$ cat src/sv/cwc_pkg.sv
// Package for the copy window composer.
// Holds the per-dimension status codes shared by the RTL and the checker.
`default_nettype none

package cwc_pkg;

  typedef enum logic [1:0] {
    ST_OK       = 2'd0,
    ST_EMPTY    = 2'd1,
    ST_MISMATCH = 2'd2
  } cwc_status_t;

  localparam int unsigned STATUS_BITS = 2;

endpackage

`default_nettype wire

$ cat src/sv/cwc_if.sv
// Valid/ready channel interfaces for the copy window composer.
// cwc_item_if carries one dimension in, cwc_result_if one composed window out.
`default_nettype none

interface cwc_item_if #(
  parameter int unsigned EXTENT_BITS = 32
);
  logic                   valid;
  logic                   ready;
  logic [EXTENT_BITS-1:0] in_extent;
  logic [EXTENT_BITS-1:0] mid_extent_first;
  logic [EXTENT_BITS-1:0] mid_extent_second;
  logic [EXTENT_BITS-1:0] out_extent;
  logic [EXTENT_BITS-1:0] in_offset;
  logic [EXTENT_BITS-1:0] mid_offset_first;
  logic [EXTENT_BITS-1:0] first_size;
  logic [EXTENT_BITS-1:0] mid_offset_second;
  logic [EXTENT_BITS-1:0] out_offset;
  logic [EXTENT_BITS-1:0] second_size;
  logic                   last_dim;

  modport source (
    output valid, in_extent, mid_extent_first, mid_extent_second, out_extent,
           in_offset, mid_offset_first, first_size, mid_offset_second,
           out_offset, second_size, last_dim,
    input  ready
  );
  modport sink (
    input  valid, in_extent, mid_extent_first, mid_extent_second, out_extent,
           in_offset, mid_offset_first, first_size, mid_offset_second,
           out_offset, second_size, last_dim,
    output ready
  );
endinterface

interface cwc_result_if #(
  parameter int unsigned EXTENT_BITS = 32
);
  logic                   valid;
  logic                   ready;
  logic [EXTENT_BITS-1:0] comp_in_extent;
  logic [EXTENT_BITS-1:0] comp_out_extent;
  logic [EXTENT_BITS-1:0] comp_in_offset;
  logic [EXTENT_BITS-1:0] comp_out_offset;
  logic [EXTENT_BITS-1:0] comp_size;
  logic [1:0]             dim_status;
  logic [1:0]             overall_status;
  logic                   last_out;

  modport source (
    output valid, comp_in_extent, comp_out_extent, comp_in_offset,
           comp_out_offset, comp_size, dim_status, overall_status, last_out,
    input  ready
  );
  modport sink (
    input  valid, comp_in_extent, comp_out_extent, comp_in_offset,
           comp_out_offset, comp_size, dim_status, overall_status, last_out,
    output ready
  );
endinterface

`default_nettype wire

$ cat src/sv/copy_window_compose.sv
// A result passes through the input register, then the result register,
// before it is offered on the result channel.
// Throughput: one dimension per cycle while the receiver takes results; the
// input register refills whenever the result register moves on.
// The path between the two registers is one range-end add, a compare and
// an offset subtract-add. Synchronous active-high reset clears both valid
// flags and the sticky status back to ok.
// Depends on cwc_pkg and the channel interfaces in cwc_if.sv.
`default_nettype none

module copy_window_compose #(
  parameter int unsigned EXTENT_BITS = 32
) (
  input  wire logic      clk,
  input  wire logic      rst,
  cwc_item_if.sink       item,
  cwc_result_if.source   result
);
  import cwc_pkg::*;

  localparam int unsigned W = EXTENT_BITS;

  // Input register
  logic         s1_valid;
  logic [W-1:0] s1_in_extent, s1_out_extent, s1_mid_first, s1_mid_second;
  logic [W-1:0] s1_in_offset, s1_mid_off_first, s1_first_size;
  logic [W-1:0] s1_mid_off_second, s1_out_offset, s1_second_size;
  logic         s1_last;

  // Result register
  logic         out_valid;
  logic [W-1:0] comp_in_extent, comp_out_extent, comp_in_offset;
  logic [W-1:0] comp_out_offset, comp_size;
  cwc_status_t  dim_status, overall_status;
  logic         last_out;

  cwc_status_t  worst_status;

  logic         load_out;
  logic         load_in;

  // Combinational composition of the window held in the input register
  logic [W:0]   end_first, end_second, end_min;
  logic [W-1:0] begin_max;
  logic         overlap;
  cwc_status_t  dim_status_next, overall_status_next;
  logic [W-1:0] comp_in_offset_next, comp_out_offset_next, comp_size_next;

  assign load_out   = s1_valid && (!out_valid || result.ready);
  assign load_in    = item.valid && item.ready;
  assign item.ready = !s1_valid || load_out;

  always_comb begin
    end_first  = {1'b0, s1_mid_off_first}  + {1'b0, s1_first_size};
    end_second = {1'b0, s1_mid_off_second} + {1'b0, s1_second_size};
    end_min    = (end_first <= end_second) ? end_first : end_second;
    begin_max  = (s1_mid_off_first > s1_mid_off_second) ? s1_mid_off_first
                                                        : s1_mid_off_second;
    overlap    = end_min > {1'b0, begin_max};

    comp_in_offset_next  = '0;
    comp_out_offset_next = '0;
    comp_size_next       = '0;
    if (s1_mid_first != s1_mid_second) begin
      dim_status_next = ST_MISMATCH;
    end else if (!overlap) begin
      dim_status_next = ST_EMPTY;
    end else begin
      dim_status_next      = ST_OK;
      comp_in_offset_next  = s1_in_offset + (begin_max - s1_mid_off_first);
      comp_out_offset_next = s1_out_offset + (begin_max - s1_mid_off_second);
      comp_size_next       = end_min[W-1:0] - begin_max;
    end

    overall_status_next = (worst_status > dim_status_next) ? worst_status
                                                           : dim_status_next;
  end

  always_ff @(posedge clk) begin
    if (rst) begin
      s1_valid     <= 1'b0;
      out_valid    <= 1'b0;
      worst_status <= ST_OK;
    end else begin
      if (load_in) begin
        s1_valid <= 1'b1;
      end else if (load_out) begin
        s1_valid <= 1'b0;
      end
      if (load_out) begin
        out_valid    <= 1'b1;
        // The final dimension closes the composition, so the sticky status
        // starts afresh for the next one.
        worst_status <= s1_last ? ST_OK : overall_status_next;
      end else if (result.ready) begin
        out_valid <= 1'b0;
      end
    end
  end

  always_ff @(posedge clk) begin
    if (load_in) begin
      s1_in_extent      <= item.in_extent;
      s1_out_extent     <= item.out_extent;
      s1_mid_first      <= item.mid_extent_first;
      s1_mid_second     <= item.mid_extent_second;
      s1_in_offset      <= item.in_offset;
      s1_mid_off_first  <= item.mid_offset_first;
      s1_first_size     <= item.first_size;
      s1_mid_off_second <= item.mid_offset_second;
      s1_out_offset     <= item.out_offset;
      s1_second_size    <= item.second_size;
      s1_last           <= item.last_dim;
    end
    if (load_out) begin
      comp_in_extent  <= s1_in_extent;
      comp_out_extent <= s1_out_extent;
      comp_in_offset  <= comp_in_offset_next;
      comp_out_offset <= comp_out_offset_next;
      comp_size       <= comp_size_next;
      dim_status      <= dim_status_next;
      overall_status  <= overall_status_next;
      last_out        <= s1_last;
    end
  end

  assign result.valid           = out_valid;
  assign result.comp_in_extent  = comp_in_extent;
  assign result.comp_out_extent = comp_out_extent;
  assign result.comp_in_offset  = comp_in_offset;
  assign result.comp_out_offset = comp_out_offset;
  assign result.comp_size       = comp_size;
  assign result.dim_status      = dim_status;
  assign result.overall_status  = overall_status;
  assign result.last_out        = last_out;

endmodule

`default_nettype wire

$ cat src/flat_wrapper.sv
// flat-port wrapper written by rule: the top's interface ports become plain ports
module copy_window_compose_flat import cwc_pkg::*;
#(
  parameter int unsigned EXTENT_BITS = 32
)
  (clk, rst, item_valid, item_in_extent, item_mid_extent_first, item_mid_extent_second, item_out_extent, item_in_offset, item_mid_offset_first, item_first_size, item_mid_offset_second, item_out_offset, item_second_size, item_last_dim, item_ready, result_valid, result_comp_in_extent, result_comp_out_extent, result_comp_in_offset, result_comp_out_offset, result_comp_size, result_dim_status, result_overall_status, result_last_out, result_ready);
  cwc_item_if #(.EXTENT_BITS(EXTENT_BITS)) item_i ();
  cwc_result_if #(.EXTENT_BITS(EXTENT_BITS)) result_i ();
  input  wire logic clk;
  input  wire logic rst;
  input wire logic [$bits(item_i.valid)-1:0] item_valid;
  input wire logic [$bits(item_i.in_extent)-1:0] item_in_extent;
  input wire logic [$bits(item_i.mid_extent_first)-1:0] item_mid_extent_first;
  input wire logic [$bits(item_i.mid_extent_second)-1:0] item_mid_extent_second;
  input wire logic [$bits(item_i.out_extent)-1:0] item_out_extent;
  input wire logic [$bits(item_i.in_offset)-1:0] item_in_offset;
  input wire logic [$bits(item_i.mid_offset_first)-1:0] item_mid_offset_first;
  input wire logic [$bits(item_i.first_size)-1:0] item_first_size;
  input wire logic [$bits(item_i.mid_offset_second)-1:0] item_mid_offset_second;
  input wire logic [$bits(item_i.out_offset)-1:0] item_out_offset;
  input wire logic [$bits(item_i.second_size)-1:0] item_second_size;
  input wire logic [$bits(item_i.last_dim)-1:0] item_last_dim;
  output wire logic [$bits(item_i.ready)-1:0] item_ready;
  output wire logic [$bits(result_i.valid)-1:0] result_valid;
  output wire logic [$bits(result_i.comp_in_extent)-1:0] result_comp_in_extent;
  output wire logic [$bits(result_i.comp_out_extent)-1:0] result_comp_out_extent;
  output wire logic [$bits(result_i.comp_in_offset)-1:0] result_comp_in_offset;
  output wire logic [$bits(result_i.comp_out_offset)-1:0] result_comp_out_offset;
  output wire logic [$bits(result_i.comp_size)-1:0] result_comp_size;
  output wire logic [$bits(result_i.dim_status)-1:0] result_dim_status;
  output wire logic [$bits(result_i.overall_status)-1:0] result_overall_status;
  output wire logic [$bits(result_i.last_out)-1:0] result_last_out;
  input wire logic [$bits(result_i.ready)-1:0] result_ready;
  assign item_i.valid = item_valid;
  assign item_i.in_extent = item_in_extent;
  assign item_i.mid_extent_first = item_mid_extent_first;
  assign item_i.mid_extent_second = item_mid_extent_second;
  assign item_i.out_extent = item_out_extent;
  assign item_i.in_offset = item_in_offset;
  assign item_i.mid_offset_first = item_mid_offset_first;
  assign item_i.first_size = item_first_size;
  assign item_i.mid_offset_second = item_mid_offset_second;
  assign item_i.out_offset = item_out_offset;
  assign item_i.second_size = item_second_size;
  assign item_i.last_dim = item_last_dim;
  assign item_ready = item_i.ready;
  assign result_valid = result_i.valid;
  assign result_comp_in_extent = result_i.comp_in_extent;
  assign result_comp_out_extent = result_i.comp_out_extent;
  assign result_comp_in_offset = result_i.comp_in_offset;
  assign result_comp_out_offset = result_i.comp_out_offset;
  assign result_comp_size = result_i.comp_size;
  assign result_dim_status = result_i.dim_status;
  assign result_overall_status = result_i.overall_status;
  assign result_last_out = result_i.last_out;
  assign result_i.ready = result_ready;
  copy_window_compose #(.EXTENT_BITS(EXTENT_BITS)) u_core (.clk(clk), .rst(rst), .item(item_i), .result(result_i));
endmodule
$ cat config.mk
export PLATFORM = sky130hd
export DESIGN_NAME = copy_window_compose_flat
export DESIGN_NICKNAME = d
export VERILOG_FILES = /design/src/sv/cwc_pkg.sv /design/src/sv/cwc_if.sv /design/src/sv/copy_window_compose.sv /design/src/flat_wrapper.sv
export SDC_FILE = /design/constraint.sdc
export NUM_CORES = 1
export LEC_CHECK = 0
export ABC_CLOCK_PERIOD_IN_PS = 12400
export BUFFER_PORTS_ARGS = -buffer_cell sky130_fd_sc_hd__buf_2
export CORE_MARGIN = 3
export CORE_UTILIZATION = 45
export CTS_BUF_LIST = sky130_fd_sc_hd__clkbuf_4 sky130_fd_sc_hd__clkbuf_8 sky130_fd_sc_hd__clkbuf_16
export DETAILED_ROUTE_END_ITERATION = 7
export HOLD_SLACK_MARGIN = 0.02
export PLACE_DENSITY = 0.7
export SLEW_MARGIN = 25
export SYNTH_ARGS = -nofsm -noshare
export SYNTH_HDL_FRONTEND = slang
export SYNTH_SLANG_ARGS = --single-unit
$ cat constraint.sdc
create_clock -name clk -period 12.4 [get_ports clk]
set_input_delay 3.1 -clock clk [delete_from_list [all_inputs] [get_ports clk]]
set_output_delay 3.1 -clock clk [all_outputs]
set_load 0.01 [all_outputs]
* After elaboration in Yosys (flattened, before gate mapping)
Cells that the tools add are included.
** Word-level totals
- Latch bits :: 0
- RAM bits :: 0
- Input port bits :: 325
- Flip-flop bits (word level) :: 490
- Memory bits (read-only) :: 0
- Output and inout bits :: 167
- Memories kept :: 0
- Logic and storage cells :: 54
** Cells by class
- Equal/unequal tests :: 1
- Muxes and demuxes :: 10
- Bitwise operators :: 1
- Reductions and logical operators :: 9
- $lt $le $gt $ge :: 4
- Div/mod/pow operators :: 0
- Multiply operators :: 0
- Shifts and indexed selects :: 0
- $add $sub $neg :: 7
** Operators with widths (count)
- subtractor 32 bit :: 3
- adder 32 x 32 -> 33 bit :: 2
- adder 32 bit :: 2
- greater-than comparator 33 x 32 -> 1 bit :: 1
- <= comparator 33 bit :: 1
- two-way mux 33 bit :: 1
- greater-than comparator 32 bit :: 1
- two-way mux 32 bit :: 1
- inequality test 32 bit :: 1
- two-way mux 2 bit :: 3
- two-way mux 1 bit :: 5
- nonzero test 2 bit :: 2
- greater-than comparator 2 bit :: 1
- logical AND 1 bit :: 2
- zero test 1 bit :: 2
- logical OR 1 bit :: 2
- OR reduction 2 bit :: 1
- NOT 1 bit :: 1

* Depth between registers and ports, before layout
- Depth after elaboration :: 9
- Mapped depth :: 39
- Gate-level depth less buffers :: 36

* Least setup slack after synthesis
No wires, ideal clock.
- Path type :: in2reg
- Start point :: in result_ready
- End point :: reg u_core.s1_first_size[0] (enable)
- Setup slack :: 1.069 ns
- Data arrival time :: 10.605 ns
- Required time :: 11.674 ns
- Buffers on the path :: 0
- Setup time :: 0.726 ns
- Cell stages on the path :: 3
- Cells stage by stage :: nor2b_1 -> nand2_1 -> and2_1
** Between the ends
- Cells in the longest elaborated chain, start to end :: 4
** Ends and longest elaborated chain
- from (decl) :: line flat_wrapper.sv:33 : input wire logic [$bits(result_i.ready)-1:0] result_ready;
- logical OR 1 bit :: line copy_window_compose.sv:49 : assign load_out = s1_valid && (!out_valid || result.ready);
- logical AND 1 bit :: line copy_window_compose.sv:49
- logical OR 1 bit :: line copy_window_compose.sv:51 : assign item.ready = !s1_valid || load_out;
- net item_ready :: line flat_wrapper.sv:23 : output wire logic [$bits(item_i.ready)-1:0] item_ready;
- logical AND 1 bit :: line copy_window_compose.sv:50 : assign load_in = item.valid && item.ready;
- net u_core.load_in :: line copy_window_compose.sv:40 : logic load_in;
- to (signal assigned) :: line copy_window_compose.sv:109 : s1_first_size <= item.first_size;
- to (decl) :: line copy_window_compose.sv:26 : logic [W-1:0] s1_in_offset, s1_mid_off_first, s1_first_size;
The timed path passes the listed nets, and every way through them passes these cells.
A chain may end at the register's enable or synchronous reset.

* Worst setup path in the final report
- Start point :: reg u_core.s1_mid_off_second[3]
- End point :: reg u_core.comp_out_offset[18], in the netlist u_core.result.comp_out_offset[18] (data pin)
** Between the ends
- Cells in the longest elaborated chain, start to end :: 6
- Elaborated cells on any way between the ends :: 10
- Classes of those cells :: add/sub (3); order compare (3); mux (2); bitwise (1); reduce/logical (1)
** Ends and longest elaborated chain
- from (decl) :: line copy_window_compose.sv:27 : logic [W-1:0] s1_mid_off_second, s1_out_offset, s1_second_size;
- from (signal assigned) :: line copy_window_compose.sv:110 : s1_mid_off_second <= item.mid_offset_second;
- adder 32 x 32 -> 33 bit :: line copy_window_compose.sv:55 : end_second = {1'b0, s1_mid_off_second} + {1'b0, s1_second_size};
- <= comparator 33 bit :: line copy_window_compose.sv:56 : end_min = (end_first <= end_second) ? end_first : end_second;
- two-way mux 33 bit :: line copy_window_compose.sv:56
- greater-than comparator 33 x 32 -> 1 bit :: line copy_window_compose.sv:59 : overlap = end_min > {1'b0, begin_max};
- NOT 1 bit (no line)
- OR reduction 2 bit (no line)
- to (signal assigned) :: line copy_window_compose.sv:119 : comp_out_offset <= comp_out_offset_next;
- to (decl) :: line copy_window_compose.sv:33 : logic [W-1:0] comp_out_offset, comp_size;
Several ways; a longest one is shown, not always the timed one.

==> run metrics <==
Post-Synth Adder-Cell Area 15.3%; Worst-Margin Slew slightly below 1000 ps; register area share after synthesis 54.2%; Power per Cell Area ~170 nW/um^2; Pre-antenna DRT Iters 6; Initial Util 45.7%; worst clock skew 33.6 ps; Final Setup Violations 0; unrepaired setup endpoints after global routing false; Tmin final 9870 ps; Hold WC Path Type register to register; pre-CTS WS 2490 ps; gr usage total 23.1%; final core utilization 54.4%; Max H-tree Level 2; Relative slew margins 36.0%; Crit. End Element register; initial antenna violation count 4; WL final 75100 um; Primary FF master, synth edfxtp_1; slowest stage cell, crit path a22o_1; CP Max Fanout 60; vias in the first global route 19364; Max-Cap Viols 0; I/O pins 492; Final Hold Fails 0; Slew Viols, Final 0; Max Clk Rate 101 MHz; Worst setup SP type register; share of cells above drive strength 1 a little under a quarter; Synth Warn # 0; largest family of logic cells by synthesized area adder cells; largest net degree at the start of global routing 83; cts hold-fix bufs 0; grt ovf 0; setup_tns 0 ps; post-synthesis compound-gate area fraction between 10% and 20%; Avg Inst Size Synth 12.3 sq um; Post-CTS Setup Inserts 0; post-synthesis mux area share 1.09%; peak supply drop 135 uV; Worst Slack Setup Final 2530 ps; Syn Inst Count 2196; Buf/Inv on CP 3; status finished clean; max incr delay on CP between 700 and 800 ps; CTS Buf Count 52; die span in y roughly 250 um; I/O Buffers 491; flop and latch count out of synthesis 490; drt wl/cell about 21 um; clk sinks 490; Initial DRC Count 1699; post-synthesis xor/xnor area fraction 5.28%; nets 3346; post-CTS sizing 0; CP Data Arrival Time 10190 ps; Hold Slack between 400 and 500 ps; Post-Synth Simple-Gate Area a little under a tenth; # rows 89; Die W between 200 and 300 um; Worst-path clk slew 60 ps; post-synthesis cell type count 75; Remaining DRCs 0; Worst-Skew Late Latency 620 ps; Max Root-Sink Buffers 3; antenna violation net count after detailed routing 0; die area 63100 sq um; CP dominant cell by count ha_1; LEAKAGE 0.0134 uW; global-route wire length before repair 111000 um; kind of critical path register to register; DR vias/cell 5.45; share of flip-flops with an asynchronous set or reset 0%; CTS tree done; Top delay family on crit path compound AO/OA/AOI/OAI gates; Syn Nets 2814; Tcrit/Tclk final 79.6%; WP data required approximately 13000 ps; core area 59200 sq um; Syn Std Cell Area around 27000 sq um; Layout area overhead 19.1%; clock root buffer master clkbuf_16; total vias in the final route 19327; number of synthesized flops with an enable pin 486; HPWL Detailed 60500 um; routability cong. 0.951
==> worst register-to-register path, delay by kind of cell (launching register included) <==
| family | cells | cell delay, ps |
|---|---|---|
| mux | 1 | 390 |
| flops | 1 | 430 |
| simple gates | 7 | 1970 |
| fa+ha+maj | 3 | 1010 |
| buf+inv | 3 | 1100 |
| xor+xnor | 1 | 140 |
| compound gates | 16 | 4560 |
==> power by group <==
group | total (uW) | internal, uW | switching (uW)
clock | 1580 | 931 | 650
combinational | 1810 | 737 | 1070
sequential | 1980 | 1920 | 54.9
==> layout make-up <==
cell class | instances | area, sq um
clock buffer | 62 | 1390
antenna | 3 | 7.51
multi-input combinational | 1505 | 11600
tap | 773 | 967
fill | 5040 | 27000
sequential | 490 | 14700
timing repair buffer | 504 | 2590
clock inverter | 33 | 353
inverter | 175 | 662
==> final timing paths <==
check | from | slack (ps) | to | depth (start not counted)
setup reg to reg | u_core.s1_mid_off_second[3] | 2530 | u_core.result.comp_out_offset[18] | 31
hold / removal | u_core.s1_out_extent[19] | 410 | u_core.result.comp_out_extent[19] | 0
setup / recovery | u_core.s1_mid_off_second[3] | 2530 | u_core.result.comp_out_offset[18] | 31
hold reg to reg | u_core.s1_out_extent[19] | 410 | u_core.result.comp_out_extent[19] | 0
==> kinds of logic after synthesis <==
group                      after synthesis
AOI/OAI and AO/OA                      507
xor gates and xnor gates               163
adders and majority gates              293
buffers and inverters                  201
DFF                                    490
muxes                                   27
and+or+nand+nor                        515
==> stage by stage <==
| step | power [uW] | instance area [sq um] | std cells |
|---|---|---|---|
| final | 5370 | 32200 | 3545 |
| after global routing | 5670 | 32200 | 3544 |
| after CTS | 5370 | 32200 | 3540 |
| after detailed placement | 3780 | 30400 | 3445 |
| after global placement | 3750 | 30400 | 3445 |
| after floorplan | 3300 | 27100 | 2196 |
==> routing by layer <==
metal	part of all wire, %	GRT usage, %	vias to the layer above
li1	-	-	9237
met1	43	32.1	9282
met2	47	37.7	694
met3	7.4	3.39	112
met4	2.8	7.11	2
met5	0.0093	0	-
==> synth_stat cells, types with 11 or more instances <==
master,n,area share [%]
clkbuf_1,11,0.15
xnor2_1,85,2.8
a21oi_1,145,2.7
nand4_1,24,0.55
a211oi_1,25,0.69
inv_1,175,2.4
o31ai_1,12,0.33
nand2_1,124,1.7
nor2b_1,24,0.55
and2_1,12,0.28
o21bai_1,13,0.36
nor2_1,149,2.1
xor2_1,78,2.5
a31oi_1,19,0.44
nor3_1,39,0.72
o21a_1,25,0.69
and3_1,15,0.35
ha_1,228,11
mux2_2,20,0.83
a21o_1,52,1.4
nand3_1,35,0.65
fa_1,65,4.8
o21ai_0,132,2.4
edfxtp_1,486,54
nor4_1,20,0.46
nand2b_1,35,0.81
==> layout by cell type, fill, tap and decap left out, types with 7 or more instances in the layout <==
cell,netlist,routed
nor2_1,149,149
inv_1,175,174
a21o_1,52,52
clkbuf_4,0,9
clkinv_1,0,12
fa_1,65,65
buf_2,6,491
edfxtp_1,486,486
mux2_2,20,20
mux2i_1,7,7
o21ai_0,132,132
nand2b_1,35,34
a21oi_1,145,145
a31oi_1,19,19
nand3_1,35,35
and3_1,15,15
a211oi_1,25,25
o21a_1,25,25
nor2b_1,24,24
xnor2_1,85,85
o211ai_1,9,9
and2_1,12,11
clkbuf_16,0,53
nor4_1,20,20
nand4_1,24,24
a21boi_0,7,7
nand2_1,124,124
o31a_1,8,8
ha_1,228,228
o21bai_1,13,13
buf_4,0,11
xor2_1,78,78
o31ai_1,12,12
and4_1,9,9
nor3_1,39,39
No activity file was read; power rests on OpenSTA's default activity.
